File: src/rtl/core/grqs_pkg.sv
// Shared types, codes and the goodness function of the ready queue scheduler.
package grqs_pkg;

   localparam int QUEUE_DEPTH_DEFAULT = 16;
   localparam int SCORE_W = 18;

   typedef logic signed [SCORE_W-1:0] score_type;

   localparam score_type RT_BASE = 18'sd1000;
   localparam score_type NICE_BASE = 18'sd20;
   localparam score_type NO_SCORE = -18'sd2000;

   localparam logic CMD_ENQUEUE = 1'b0;
   localparam logic CMD_REQUEST = 1'b1;

   typedef enum logic [1:0] {
      STATUS_ENQUEUED = 2'd0,
      STATUS_GRANTED  = 2'd1,
      STATUS_EMPTY    = 2'd2,
      STATUS_FULL     = 2'd3
   } status_type;

   typedef struct packed {
      logic [15:0]       task_id;
      logic              is_realtime;
      logic [6:0]        rt_prio;
      logic signed [5:0] nice_value;
      logic [2:0]        affinity_cpu;
      logic [15:0]       burst_left;
   } entry_type;

   typedef struct packed {
      logic        valid;
      score_type   best;
      logic [15:0] id;
   } token_type;

   typedef struct packed {
      logic       write;
      logic       shift;
      logic [2:0] cpu;
   } cell_ctrl_type;

   function automatic score_type score_of(input entry_type e, input logic [2:0] cpu);
      score_type s;
      if (e.is_realtime) begin
         s = RT_BASE + $signed({11'b0, e.rt_prio});
      end else begin
         s = $signed({2'b0, e.burst_left})
             + $signed({17'b0, (e.affinity_cpu == cpu)})
             + NICE_BASE - score_type'(e.nice_value);
      end
      return s;
   endfunction

endpackage

File: src/rtl/core/grqs_req_if.sv
// Request channel carrying enqueue and grant commands.
interface grqs_req_if;
   logic              valid;
   logic              ready;
   logic              command;
   logic [2:0]        requesting_cpu;
   logic [15:0]       task_id;
   logic              is_realtime;
   logic [6:0]        rt_prio;
   logic signed [5:0] nice_value;
   logic [2:0]        affinity_cpu;
   logic [15:0]       burst_left;

   modport source (
      output valid, command, requesting_cpu, task_id, is_realtime, rt_prio,
             nice_value, affinity_cpu, burst_left,
      input  ready
   );
   modport sink (
      input  valid, command, requesting_cpu, task_id, is_realtime, rt_prio,
             nice_value, affinity_cpu, burst_left,
      output ready
   );
endinterface

File: src/rtl/core/grqs_rsp_if.sv
// Response channel carrying the status and grant of each command.
interface grqs_rsp_if;
   logic        valid;
   logic        ready;
   logic [1:0]  status;
   logic [15:0] granted_task_id;
   logic [16:0] granted_score;
   logic [4:0]  queue_count;

   modport source (
      output valid, status, granted_task_id, granted_score, queue_count,
      input  ready
   );
   modport sink (
      input  valid, status, granted_task_id, granted_score, queue_count,
      output ready
   );
endinterface

File: src/rtl/core/grqs_cell.sv
// One queue slot: holds a task, scores it and passes the running best along the row.
module grqs_cell #(
   parameter int QUEUE_DEPTH = grqs_pkg::QUEUE_DEPTH_DEFAULT,
   parameter int CELL_INDEX = 0
) (
   input  logic                               clock,
   input  logic                               reset,
   input  grqs_pkg::cell_ctrl_type            ctrl,
   input  logic [$clog2(QUEUE_DEPTH+1)-1:0]   count,
   input  logic [$clog2(QUEUE_DEPTH)-1:0]     pick,
   input  grqs_pkg::entry_type                new_entry,
   input  grqs_pkg::entry_type                next_entry,
   output grqs_pkg::entry_type                entry_out,
   input  grqs_pkg::token_type                tok_prev,
   input  logic [$clog2(QUEUE_DEPTH)-1:0]     idx_prev,
   output grqs_pkg::token_type                tok_out,
   output logic [$clog2(QUEUE_DEPTH)-1:0]     idx_out
);
   import grqs_pkg::*;

   localparam int IDX_W = $clog2(QUEUE_DEPTH);
   localparam int CNT_W = $clog2(QUEUE_DEPTH + 1);
   localparam logic [IDX_W-1:0] MY_IDX = IDX_W'(CELL_INDEX);
   localparam logic [CNT_W-1:0] MY_CNT = CNT_W'(CELL_INDEX);

   entry_type        entry_ff;
   entry_type        entry_in;
   token_type        tok_ff;
   token_type        tok_in;
   logic [IDX_W-1:0] idx_ff;
   logic [IDX_W-1:0] idx_in;
   score_type        own_score;
   logic             occupied;
   logic             take;

   assign own_score = score_of(entry_ff, ctrl.cpu);
   assign occupied  = MY_CNT < count;
   assign take      = tok_prev.valid && occupied && (own_score > tok_prev.best);

   always_comb begin
      entry_in = entry_ff;
      if (ctrl.write && (count == MY_CNT)) begin
         entry_in = new_entry;
      end else if (ctrl.shift && (MY_IDX >= pick)) begin
         entry_in = next_entry;
      end
      tok_in.valid = tok_prev.valid;
      tok_in.best  = take ? own_score : tok_prev.best;
      tok_in.id    = take ? entry_ff.task_id : tok_prev.id;
      idx_in       = take ? MY_IDX : idx_prev;
   end

   always_ff @(posedge clock) begin
      if (reset) begin
         tok_ff.valid <= 1'b0;
      end else begin
         tok_ff.valid <= tok_in.valid;
      end
      tok_ff.best <= tok_in.best;
      tok_ff.id   <= tok_in.id;
      idx_ff      <= idx_in;
      entry_ff    <= entry_in;
   end

   assign entry_out = entry_ff;
   assign tok_out   = tok_ff;
   assign idx_out   = idx_ff;

endmodule

File: src/rtl/core/goodness_ready_queue_scheduler_top.sv
// Goodness-scored ready queue built as a row of task cells with a command sequencer.
//
// The req_bus channel takes one command per transfer. An enqueue stores the task at
// the tail of the queue or answers full status; a request answers empty status on an
// empty queue, else it scores every queued task for the asking CPU and grants the
// best one, the oldest on a tie, then closes the gap. Every command yields exactly
// one transfer on rsp_bus with status, granted id and score (zero unless granted)
// and the queue count after the command. Commands are handled one at a time. An
// enqueue or an empty request goes to the done state, which loads its result into
// the output register. A grant first sends a scan token along the row of cells one
// cell per cycle, collecting the running best score; the sequencer then captures
// the winner, shifts the cells behind it forward and loads the output register.
// The next command is taken once the sequencer is back in idle.
// The result sits in an output register, so a new command is taken while the
// previous result still waits; a command that completes while the receiver stalls
// is held until the output register frees up.
// Reset empties the queue at once; the cells' task storage is not cleared and no
// clearing pass is needed.
module goodness_ready_queue_scheduler_top #(
   parameter int QUEUE_DEPTH = grqs_pkg::QUEUE_DEPTH_DEFAULT
) (
   input logic        clock,
   input logic        reset,
   grqs_req_if.sink   req_bus,
   grqs_rsp_if.source rsp_bus
);
   import grqs_pkg::*;

   localparam int IDX_W = $clog2(QUEUE_DEPTH);
   localparam int CNT_W = $clog2(QUEUE_DEPTH + 1);

   typedef enum logic [1:0] {
      ST_IDLE,
      ST_SCAN,
      ST_SHIFT,
      ST_DONE
   } state_type;

   state_type        state_ff, state_in;
   logic [CNT_W-1:0] count_ff, count_in;
   logic             start_ff, start_in;
   logic [2:0]       cpu_ff, cpu_in;
   logic [IDX_W-1:0] pick_ff, pick_in;
   status_type       pend_status_ff, pend_status_in;
   logic [15:0]      pend_id_ff, pend_id_in;
   logic [16:0]      pend_score_ff, pend_score_in;
   logic             rsp_valid_ff, rsp_valid_in;
   status_type       rsp_status_ff, rsp_status_in;
   logic [15:0]      rsp_id_ff, rsp_id_in;
   logic [16:0]      rsp_score_ff, rsp_score_in;
   logic [4:0]       rsp_count_ff, rsp_count_in;

   entry_type        new_entry;
   entry_type        entries [QUEUE_DEPTH];
   token_type        toks [QUEUE_DEPTH+1];
   logic [IDX_W-1:0] idxs [QUEUE_DEPTH+1];
   cell_ctrl_type    ctrl;
   logic             req_fire;
   logic             full;
   logic             scan_done;
   token_type        tok_last;

   assign req_bus.ready = (state_ff == ST_IDLE);
   assign req_fire      = req_bus.valid && req_bus.ready;
   assign full          = (count_ff == CNT_W'(QUEUE_DEPTH));

   assign new_entry.task_id      = req_bus.task_id;
   assign new_entry.is_realtime  = req_bus.is_realtime;
   assign new_entry.rt_prio      = req_bus.rt_prio;
   assign new_entry.nice_value   = req_bus.nice_value;
   assign new_entry.affinity_cpu = req_bus.affinity_cpu;
   assign new_entry.burst_left   = req_bus.burst_left;

   assign ctrl.write = req_fire && (req_bus.command == CMD_ENQUEUE) && !full;
   assign ctrl.shift = (state_ff == ST_SHIFT);
   assign ctrl.cpu   = cpu_ff;

   assign toks[0].valid = start_ff;
   assign toks[0].best  = NO_SCORE;
   assign toks[0].id    = '0;
   assign idxs[0]       = '0;

   for (genvar i = 0; i < QUEUE_DEPTH; i++) begin : g_cell
      grqs_cell #(
         .QUEUE_DEPTH (QUEUE_DEPTH),
         .CELL_INDEX  (i)
      ) u_cell (
         .clock      (clock),
         .reset      (reset),
         .ctrl       (ctrl),
         .count      (count_ff),
         .pick       (pick_ff),
         .new_entry  (new_entry),
         .next_entry (entries[(i + 1 < QUEUE_DEPTH) ? i + 1 : i]),
         .entry_out  (entries[i]),
         .tok_prev   (toks[i]),
         .idx_prev   (idxs[i]),
         .tok_out    (toks[i+1]),
         .idx_out    (idxs[i+1])
      );
   end

   assign tok_last  = toks[QUEUE_DEPTH];
   assign scan_done = tok_last.valid;

   always_comb begin
      state_in       = state_ff;
      count_in       = count_ff;
      start_in       = 1'b0;
      cpu_in         = cpu_ff;
      pick_in        = pick_ff;
      pend_status_in = pend_status_ff;
      pend_id_in     = pend_id_ff;
      pend_score_in  = pend_score_ff;
      rsp_valid_in   = rsp_valid_ff && !rsp_bus.ready;
      rsp_status_in  = rsp_status_ff;
      rsp_id_in      = rsp_id_ff;
      rsp_score_in   = rsp_score_ff;
      rsp_count_in   = rsp_count_ff;
      case (state_ff)
         ST_IDLE: begin
            if (req_fire) begin
               pend_id_in    = '0;
               pend_score_in = '0;
               if (req_bus.command == CMD_ENQUEUE) begin
                  state_in = ST_DONE;
                  if (full) begin
                     pend_status_in = STATUS_FULL;
                  end else begin
                     pend_status_in = STATUS_ENQUEUED;
                     count_in       = count_ff + CNT_W'(1);
                  end
               end else if (count_ff == '0) begin
                  state_in       = ST_DONE;
                  pend_status_in = STATUS_EMPTY;
               end else begin
                  state_in = ST_SCAN;
                  start_in = 1'b1;
                  cpu_in   = req_bus.requesting_cpu;
               end
            end
         end
         ST_SCAN: begin
            if (scan_done) begin
               state_in       = ST_SHIFT;
               pick_in        = idxs[QUEUE_DEPTH];
               pend_status_in = STATUS_GRANTED;
               pend_id_in     = tok_last.id;
               pend_score_in  = tok_last.best[SCORE_W-1] ? '0 : tok_last.best[16:0];
            end
         end
         ST_SHIFT: begin
            state_in = ST_DONE;
            count_in = count_ff - CNT_W'(1);
         end
         ST_DONE: begin
            if (!rsp_valid_ff || rsp_bus.ready) begin
               state_in      = ST_IDLE;
               rsp_valid_in  = 1'b1;
               rsp_status_in = pend_status_ff;
               rsp_id_in     = pend_id_ff;
               rsp_score_in  = pend_score_ff;
               rsp_count_in  = 5'(count_ff);
            end
         end
         default: begin
            state_in = ST_IDLE;
         end
      endcase
   end

   always_ff @(posedge clock) begin
      if (reset) begin
         state_ff     <= ST_IDLE;
         count_ff     <= '0;
         start_ff     <= 1'b0;
         rsp_valid_ff <= 1'b0;
      end else begin
         state_ff     <= state_in;
         count_ff     <= count_in;
         start_ff     <= start_in;
         rsp_valid_ff <= rsp_valid_in;
      end
      cpu_ff         <= cpu_in;
      pick_ff        <= pick_in;
      pend_status_ff <= pend_status_in;
      pend_id_ff     <= pend_id_in;
      pend_score_ff  <= pend_score_in;
      rsp_status_ff  <= rsp_status_in;
      rsp_id_ff      <= rsp_id_in;
      rsp_score_ff   <= rsp_score_in;
      rsp_count_ff   <= rsp_count_in;
   end

   assign rsp_bus.valid           = rsp_valid_ff;
   assign rsp_bus.status          = rsp_status_ff;
   assign rsp_bus.granted_task_id = rsp_id_ff;
   assign rsp_bus.granted_score   = rsp_score_ff;
   assign rsp_bus.queue_count     = rsp_count_ff;

   // The scan token only reaches the end of the row while a grant is in progress.
   a_token_in_scan: assert property (@(posedge clock) disable iff (reset)
      scan_done |-> (state_ff == ST_SCAN))
      else $error("scan token arrived outside of a grant");

   // A stored task raises the queue count by exactly one.
   a_enqueue_count: assert property (@(posedge clock) disable iff (reset)
      ctrl.write |=> (count_ff == $past(count_ff) + CNT_W'(1)))
      else $error("queue count did not follow an enqueue");

   // Closing the gap after a grant lowers the queue count by exactly one.
   a_grant_count: assert property (@(posedge clock) disable iff (reset)
      ctrl.shift |=> (count_ff == $past(count_ff) - CNT_W'(1)))
      else $error("queue count did not follow a grant");

   // The queue never holds more tasks than it has cells.
   a_count_bound: assert property (@(posedge clock) disable iff (reset)
      req_fire |=> (count_ff <= CNT_W'(QUEUE_DEPTH)))
      else $error("queue count exceeds the queue depth");

endmodule

File: src/flat_wrapper.sv
// flat-port wrapper written by rule: the top's interface ports become plain ports
module goodness_ready_queue_scheduler_top_flat import grqs_pkg::*;
#(
   parameter int QUEUE_DEPTH = grqs_pkg::QUEUE_DEPTH_DEFAULT
)
  (clock, reset, req_bus_valid, req_bus_command, req_bus_requesting_cpu, req_bus_task_id, req_bus_is_realtime, req_bus_rt_prio, req_bus_nice_value, req_bus_affinity_cpu, req_bus_burst_left, req_bus_ready, rsp_bus_valid, rsp_bus_status, rsp_bus_granted_task_id, rsp_bus_granted_score, rsp_bus_queue_count, rsp_bus_ready);
  grqs_req_if req_bus_i ();
  grqs_rsp_if rsp_bus_i ();
  input logic clock;
  input logic reset;
  input wire logic [$bits(req_bus_i.valid)-1:0] req_bus_valid;
  input wire logic [$bits(req_bus_i.command)-1:0] req_bus_command;
  input wire logic [$bits(req_bus_i.requesting_cpu)-1:0] req_bus_requesting_cpu;
  input wire logic [$bits(req_bus_i.task_id)-1:0] req_bus_task_id;
  input wire logic [$bits(req_bus_i.is_realtime)-1:0] req_bus_is_realtime;
  input wire logic [$bits(req_bus_i.rt_prio)-1:0] req_bus_rt_prio;
  input wire logic [$bits(req_bus_i.nice_value)-1:0] req_bus_nice_value;
  input wire logic [$bits(req_bus_i.affinity_cpu)-1:0] req_bus_affinity_cpu;
  input wire logic [$bits(req_bus_i.burst_left)-1:0] req_bus_burst_left;
  output wire logic [$bits(req_bus_i.ready)-1:0] req_bus_ready;
  output wire logic [$bits(rsp_bus_i.valid)-1:0] rsp_bus_valid;
  output wire logic [$bits(rsp_bus_i.status)-1:0] rsp_bus_status;
  output wire logic [$bits(rsp_bus_i.granted_task_id)-1:0] rsp_bus_granted_task_id;
  output wire logic [$bits(rsp_bus_i.granted_score)-1:0] rsp_bus_granted_score;
  output wire logic [$bits(rsp_bus_i.queue_count)-1:0] rsp_bus_queue_count;
  input wire logic [$bits(rsp_bus_i.ready)-1:0] rsp_bus_ready;
  assign req_bus_i.valid = req_bus_valid;
  assign req_bus_i.command = req_bus_command;
  assign req_bus_i.requesting_cpu = req_bus_requesting_cpu;
  assign req_bus_i.task_id = req_bus_task_id;
  assign req_bus_i.is_realtime = req_bus_is_realtime;
  assign req_bus_i.rt_prio = req_bus_rt_prio;
  assign req_bus_i.nice_value = req_bus_nice_value;
  assign req_bus_i.affinity_cpu = req_bus_affinity_cpu;
  assign req_bus_i.burst_left = req_bus_burst_left;
  assign req_bus_ready = req_bus_i.ready;
  assign rsp_bus_valid = rsp_bus_i.valid;
  assign rsp_bus_status = rsp_bus_i.status;
  assign rsp_bus_granted_task_id = rsp_bus_i.granted_task_id;
  assign rsp_bus_granted_score = rsp_bus_i.granted_score;
  assign rsp_bus_queue_count = rsp_bus_i.queue_count;
  assign rsp_bus_i.ready = rsp_bus_ready;
  goodness_ready_queue_scheduler_top #(.QUEUE_DEPTH(QUEUE_DEPTH)) u_core (.clock(clock), .reset(reset), .req_bus(req_bus_i), .rsp_bus(rsp_bus_i));
endmodule
File: config.mk
export PLATFORM = sky130hd
export DESIGN_NAME = goodness_ready_queue_scheduler_top_flat
export DESIGN_NICKNAME = d
export VERILOG_FILES = /design/src/rtl/core/grqs_pkg.sv /design/src/rtl/core/grqs_req_if.sv /design/src/rtl/core/grqs_rsp_if.sv /design/src/rtl/core/grqs_cell.sv /design/src/rtl/core/goodness_ready_queue_scheduler_top.sv /design/src/flat_wrapper.sv
export SDC_FILE = /design/constraint.sdc
export NUM_CORES = 2
export LEC_CHECK = 0
export BUFFER_PORTS_ARGS = -buffer_cell sky130_fd_sc_hd__buf_2
export CELL_PAD_IN_SITES_DETAIL_PLACEMENT = 1
export CELL_PAD_IN_SITES_GLOBAL_PLACEMENT = 2
export CORE_MARGIN = 5
export CORE_UTILIZATION = 48
export CTS_BUF_LIST = sky130_fd_sc_hd__clkbuf_8 sky130_fd_sc_hd__clkbuf_16
export CTS_CLUSTER_SIZE = 10
export DETAILED_ROUTE_END_ITERATION = 12
export PLACE_DENSITY = 0.95
export SYNTH_ARGS = -nofsm -noshare
export SYNTH_HDL_FRONTEND = slang
export SYNTH_SLANG_ARGS = --single-unit
File: constraint.sdc
create_clock -name clock -period 8.7 [get_ports clock]
set_clock_uncertainty 0.2 [all_clocks]
set_input_delay 0.435 -clock clock [delete_from_list [all_inputs] [get_ports clock]]
set_output_delay 0.435 -clock clock [all_outputs]
set_load 0.03 [all_outputs]
* Word level (Yosys, flattened, before mapping) *
Index checks and enable logic that the tools add are counted.

operators by class
  $add $sub $neg = 66
  $lt $le $gt $ge = 47
  eq/ne operators = 41
  mux-type cells = 103
  bitwise operators = 4
  reduce and logical (&&, ||, !) cells = 98

operators with widths
  operator               number
  $mux 49                30
  $mux 18                31
  $add 17x5->18 const B  16
  $sub 18x6->18          16
  $add 16x1->17          16
  $mux 16                17
  $gt 18x18->1           15
  $add 10x7->11 const A  16
  $logic_and 1x1->1      67
  $mux 17                3
  $eq 3x3->1             16
  $eq 5x4->1 const B     8
  $lt 4x5->1 const A     8
  $pmux 17 s2            1
  $reduce_bool 2->1      17
  $pmux 16 s2            1
  $ge 4x4->1 const A     7
  $eq 5x3->1 const B     4
  $lt 3x5->1 const A     4
  $mux 2                 10
  $gt 18x12->1 const B   1
  $ge 3x4->1 const A     4
  $mux 5                 3
  $reduce_and 4->1       3
  other kinds (26)       45

word-level totals
  flip-flop bits (word level) = 1,484
  input port bits = 57
  logic and storage cells = 531

* Longest topological paths before layout *
  word-level depth = 8
  depth in mapped cells = 28
  depth with buffers taken out = 24

* Hierarchy *
A second synthesis with hierarchy kept.

second synthesis, totals
  cells, all modules = 7,358
  area, all modules = 87,706.6 sq um

by module, submodules not included
  module                                 instances  cells each  area an instance (sq um)  sequential area each (sq um)
  grqs_cell at u_core.g_cell[8].u_cell   1          459         5,417.7                   2,252.2
  grqs_cell at u_core.g_cell[9].u_cell   1          454         5,367.6                   2,252.2
  grqs_cell at u_core.g_cell[6].u_cell   1          455         5,358.9                   2,252.2
  grqs_cell at u_core.g_cell[3].u_cell   1          439         5,330.1                   2,252.2
  grqs_cell at u_core.g_cell[1].u_cell   1          440         5,327.6                   2,252.2
  grqs_cell at u_core.g_cell[0].u_cell   1          445         5,320.1                   2,252.2
  grqs_cell at u_core.g_cell[4].u_cell   1          460         5,298.8                   2,252.2
  grqs_cell at u_core.g_cell[11].u_cell  1          440         5,291.3                   2,252.2
  grqs_cell at u_core.g_cell[10].u_cell  1          449         5,287.6                   2,252.2
  grqs_cell at u_core.g_cell[7].u_cell   1          457         5,260.0                   2,252.2
  grqs_cell at u_core.g_cell[5].u_cell   1          442         5,242.5                   2,252.2
  grqs_cell at u_core.g_cell[12].u_cell  1          441         5,202.5                   2,252.2
  grqs_cell at u_core.g_cell[15].u_cell  1          440         5,190.0                   2,252.2
  grqs_cell at u_core.g_cell[14].u_cell  1          444         5,175.0                   2,252.2
  +3 rows                                -          -           -                         -

* Least setup slack after synthesis *
No wires, ideal clock.

  path type = reg-to-reg
  start point = register u_core.cpu_ff[0]
  end point = register u_core.g_cell[14].u_cell.tok_ff (netlist bit u_core.g_cell[14].u_cell.tok_out[10])
  setup time = 0.121 ns
  arrival time = 5.517 ns
  slack = 2.862 ns
  stages on the path, launching flop included = 24
  buffers on the path = 4
  path through = edfxtp_1 clkbuf_1 clkbuf_1 xnor2_1 nand3_1 ha_1 inv_1 ha_1 a211o_1 a2111oi_0 nor3_1 nor2_1 a31oi_1 a31oi_1 mux2_2 ha_1 nand4_1 nor4_1 a41oi_1 o31a_1 o211ai_1 clkbuf_1 buf_2 mux2_2

RTL lines
  element                 line                                       text
  start, declared         goodness_ready_queue_scheduler_top.sv:42   logic [2:0] cpu_ff, cpu_in;
  start signal, assigned  goodness_ready_queue_scheduler_top.sv:184  cpu_ff <= cpu_in;
  end, declared           grqs_cell.sv:28                            token_type tok_ff;

==> run_summary.xml <==
<?xml version="1.0" encoding="UTF-8"?>
<metrics>
  <group name="outcome">
    <metric name="run_status" unit="">complete, no violations</metric>
  </group>
  <group name="synthesis">
    <metric name="synth_area" unit="mm²">0.0819</metric>
    <metric name="synth_flop_cell" unit="">edfxtp_1</metric>
    <metric name="synth-edff-count" unit="">866</metric>
    <metric name="synth.avg_cell_area" unit="µm²">11.6</metric>
    <metric name="synthArstFlopShare" unit="%">0</metric>
    <metric name="synth_area_leader_cell" unit="">edfxtp_1</metric>
    <metric name="ys_types" unit="">90</metric>
    <metric name="synth.top_cells.by_area" unit="">edfxtp_1 (32%), mux2_2 (15%), dfxtp_1 (15%)</metric>
    <metric name="ys_warn_count" unit="">0</metric>
    <metric name="synth_seq_cells" unit="">1484</metric>
    <metric name="synthMostInstantiatedCell" unit="">mux2_2</metric>
    <metric name="mappedNetlistNets" unit="">7977</metric>
    <metric name="netlist_instances" unit="">7065</metric>
    <metric name="netlist.area_leader.share" unit="%">31.8</metric>
    <metric name="netlist_top_cells_count" unit="">mux2_2 (1,123), edfxtp_1 (866), ha_1 (839), inv_1 (625), dfxtp_1 (618)</metric>
    <metric name="synth.yosys.seq_area_share" unit="%">46.9</metric>
  </group>
  <group name="clock_network">
    <metric name="tritoncts.num_buffers" unit="">172</metric>
    <metric name="tritoncts_num_sinks" unit="">1484</metric>
    <metric name="total_number_of_h_tree_levels" unit="">4</metric>
    <metric name="clk_root_buffer_cell" unit="">clkbuf_16</metric>
    <metric name="number_of_post_cts_setup_repair_buffers" unit="">0</metric>
    <metric name="clk_latency" unit="ns">0.86</metric>
    <metric name="clock_transition_at_path_regs" unit="ns">0.07</metric>
    <metric name="cts_tree" unit="">built</metric>
    <metric name="ctsLongestPathBuffers" unit="">3</metric>
  </group>
  <group name="die">
    <metric name="io_pins" unit="">99</metric>
    <metric name="die_area" unit="mm²">0.179</metric>
    <metric name="dieHeight" unit="µm">423</metric>
    <metric name="core_area" unit="mm²">0.169</metric>
    <metric name="initial_utilization" unit="%">48.3</metric>
    <metric name="floorplan.rows" unit="">151</metric>
    <metric name="die_width" unit="µm">423</metric>
  </group>
  <group name="timing">
    <metric name="setup_tns" unit="ns">0</metric>
    <metric name="timing.final.hold_violations" unit="">0</metric>
    <metric name="timing.final.max_slew_violations" unit="">0</metric>
    <metric name="post-route-worst-setup-slack" unit="ns">0.881</metric>
    <metric name="finalWorstPathRequiredPeriod" unit="ns">7.82</metric>
    <metric name="worstMarginPinSlew" unit="ns">1.37</metric>
    <metric name="setup_repair_after_global_routing_missed_its_margin" unit="">false</metric>
    <metric name="fraction_of_the_cycle_the_final_worst_path_needs" unit="%">89.9</metric>
    <metric name="setup_viol" unit="">0</metric>
    <metric name="fmaxAchievable" unit="GHz">0.128</metric>
    <metric name="relSlewSlack" unit="%">8.52</metric>
  </group>
  <group name="setup_path">
    <metric name="cp.required" unit="ns">9.23</metric>
    <metric name="cp.arrival" unit="ns">8.35</metric>
    <metric name="worst_setup_path_start_kind" unit="">flop</metric>
    <metric name="setup.worst_path.end_class" unit="">flop</metric>
    <metric name="timing_worst_setup_path_type" unit="">reg -&gt; reg</metric>
    <metric name="ff2ff_path_depth" unit="">21</metric>
    <metric name="worstPathMaxFanout" unit="">32</metric>
  </group>
  <group name="routing">
    <metric name="drc_errors_left" unit="">0</metric>
    <metric name="wl" unit="mm">285</metric>
    <metric name="drt-pass1-iter-count" unit="">6</metric>
    <metric name="route.detailed.vias_per_inst" unit="">6.29</metric>
    <metric name="antenna_left" unit="">0</metric>
    <metric name="avgRoutedWirePerCell" unit="µm">29.9</metric>
    <metric name="vias" unit="">60000</metric>
    <metric name="initialDrtViolationCount" unit="">5698</metric>
  </group>
  <group name="min_path">
    <metric name="worst_hold_path_type" unit="">in -&gt; reg</metric>
    <metric name="hold_path_depth" unit="">1</metric>
  </group>
  <group name="place">
    <metric name="hpwl" unit="mm">176</metric>
    <metric name="routabilityCongestion" unit="">0.870</metric>
    <metric name="port_buffers" unit="">98</metric>
    <metric name="detailedPlace.worstSlack" unit="ns">1.31</metric>
  </group>
  <group name="grt">
    <metric name="grt_usage" unit="%">30.3</metric>
    <metric name="grt_pass1_wl" unit="mm">414</metric>
    <metric name="vias_in_the_first_global_route" unit="">63900</metric>
    <metric name="globalRoute.totalOverflow" unit="">0</metric>
    <metric name="maximum_number_of_pins_on_one_net_before_global_route_repair" unit="">51</metric>
    <metric name="grt_antenna_before_repair" unit="">24</metric>
  </group>
  <group name="pwr">
    <metric name="power_density" unit="mW/mm²">205</metric>
    <metric name="leakage" unit="nW">38.7</metric>
    <metric name="vdd_drop_max" unit="mV">0.294</metric>
    <metric name="total_power" unit="mW">18.5</metric>
  </group>
  <group name="layout">
    <metric name="layout-area-overhead-vs-synth" unit="%">10.5</metric>
    <metric name="layout.core_utilization" unit="%">53.4</metric>
    <metric name="final_nets" unit="">8082</metric>
    <metric name="layout.filler_cells" unit="">17300</metric>
    <metric name="layout-drive-gt1-share" unit="%">22.2</metric>
  </group>
  <group name="job">
    <metric name="maxCapViolations" unit="">0</metric>
  </group>
</metrics>
worst paths after layout:
kind | startpoint | end | slack [ns]
hold / removal | req_bus_rt_prio[1] | u_core.g_cell[15].u_cell.entry_out[26] | 0.03
setup reg to reg | u_core.cpu_ff[1] | u_core.g_cell[12].u_cell.tok_out[5] | 0.88
setup / recovery | u_core.cpu_ff[1] | u_core.g_cell[12].u_cell.tok_out[5] | 0.88
hold reg to reg | u_core.g_cell[15].u_cell.idx_out[0] | u_core.pick_ff[0] | 0.21
where the power goes:
group / internal [mW] / leakage, nW / switching (mW) / total [mW]
Clock: 3.74 / 2.96 / 3.33 / 7.07
Sequential: 8.16 / 13.0 / 0.237 / 8.40
Combinational: 0.837 / 22.6 / 2.22 / 3.05
Total: 12.7 / 38.7 / 5.78 / 18.5
metal layers:
metal | vias up | GRT usage (%) | wire length [µm]
li1 | 25900 | - | -
met1 | 30000 | 35.9 | 110000
met2 | 2949 | 51.9 | 137000
met3 | 1111 | 4.91 | 17500
met4 | 4 | 17.7 | 20500
met5 | - | 0 | 27
what timing repair did:
| action | CTS | global route |
|---|---|---|
| endpoints found under the hold margin | 53 | 1 |
| resized for setup | 0 | 0 |
| hold buffers | 42 | 1 |
placed cells by master, fill, tap and decap left out, drive strengths merged, types with 75 or more instances in the layout:
cell type  instances
a21o             161
a21oi            286
buf              160
clkbuf           182
dfxtp            618
edfxtp           866
ha               839
inv              745
mux2            1140
nand2            269
nand3            121
nor2             308
nor2b             81
nor3              75
o21ai            300
xnor2            176
xor2              78
logic make-up after synthesis:
logic type	synth area share (%)
AOI/OAI and AO/OA	9.41
xor gates and xnor gates	2.72
adders and majority gates	13.2
buffers and inverters	4.22
DFF	46.9
muxes	16.3
and+or+nand+nor	7.26
metrics by stage:
stage	instance area, µm²	cells	hold slack (ns)
finish	90500	9549	0.0265
global placement	84800	9171	0.189
global route	90400	9540	0.0236
detailed placement	84800	9171	0.190
floorplan	81900	7065	0.186
CTS	90400	9531	0.00634
registers in the layout (all words and copies together), names as in the netlist, 2 cells and up:
name and count:
u_core.g_cell.u_cell.idx_out 49, u_core.cpu_ff 3, u_core.pend_score_ff 17, u_core.pend_id_ff 16
u_core.rsp_bus.status 2, u_core.g_cell.u_cell.entry_out 784, u_core.pick_ff 4, u_core.g_cell.u_cell.tok_out 560
u_core.rsp_bus.granted_score 17, u_core.rsp_bus.queue_count 5, u_core.rsp_bus.granted_task_id 16, u_core.count_ff 5
u_core.pend_status_ff 2, u_core.state_ff 2
critical path: stages, from the launching register on:
cell	delay (ns)
edfxtp_1	1.10
xnor2_1	0.19
nand3_1	0.16
ha_1	0.32
inv_1	0.07
ha_1	0.20
inv_1	0.08
fa_1	0.41
nor2b_1	0.13
o21ai_0	0.13
a21o_1	0.26
a211oi_1	0.35
o21ai_0	0.22
o311ai_0	0.53
ha_1	0.36
a21o_1	0.17
a21oi_1	0.16
o21ai_0	0.18
o31ai_2	0.74
and2_2	0.94
buf_4	0.36
mux2_4	0.35
area by class of cell:
| type | count | area [µm²] | share of cell area, % |
|---|---|---|---|
| multi-input combinational | 4677 | 40300 | 44.5 |
| sequential | 1484 | 38400 | 42.4 |
| clock buffer | 182 | 4480 | 4.95 |
| tap | 2218 | 2780 | 3.07 |
| inverter | 632 | 2370 | 2.62 |
| timing repair buffer | 203 | 1390 | 1.53 |
| clock inverter | 136 | 753 | 0.833 |
| antenna | 17 | 42.5 | 0.0470 |
Note: power is estimated with default switching activity, not from simulation.
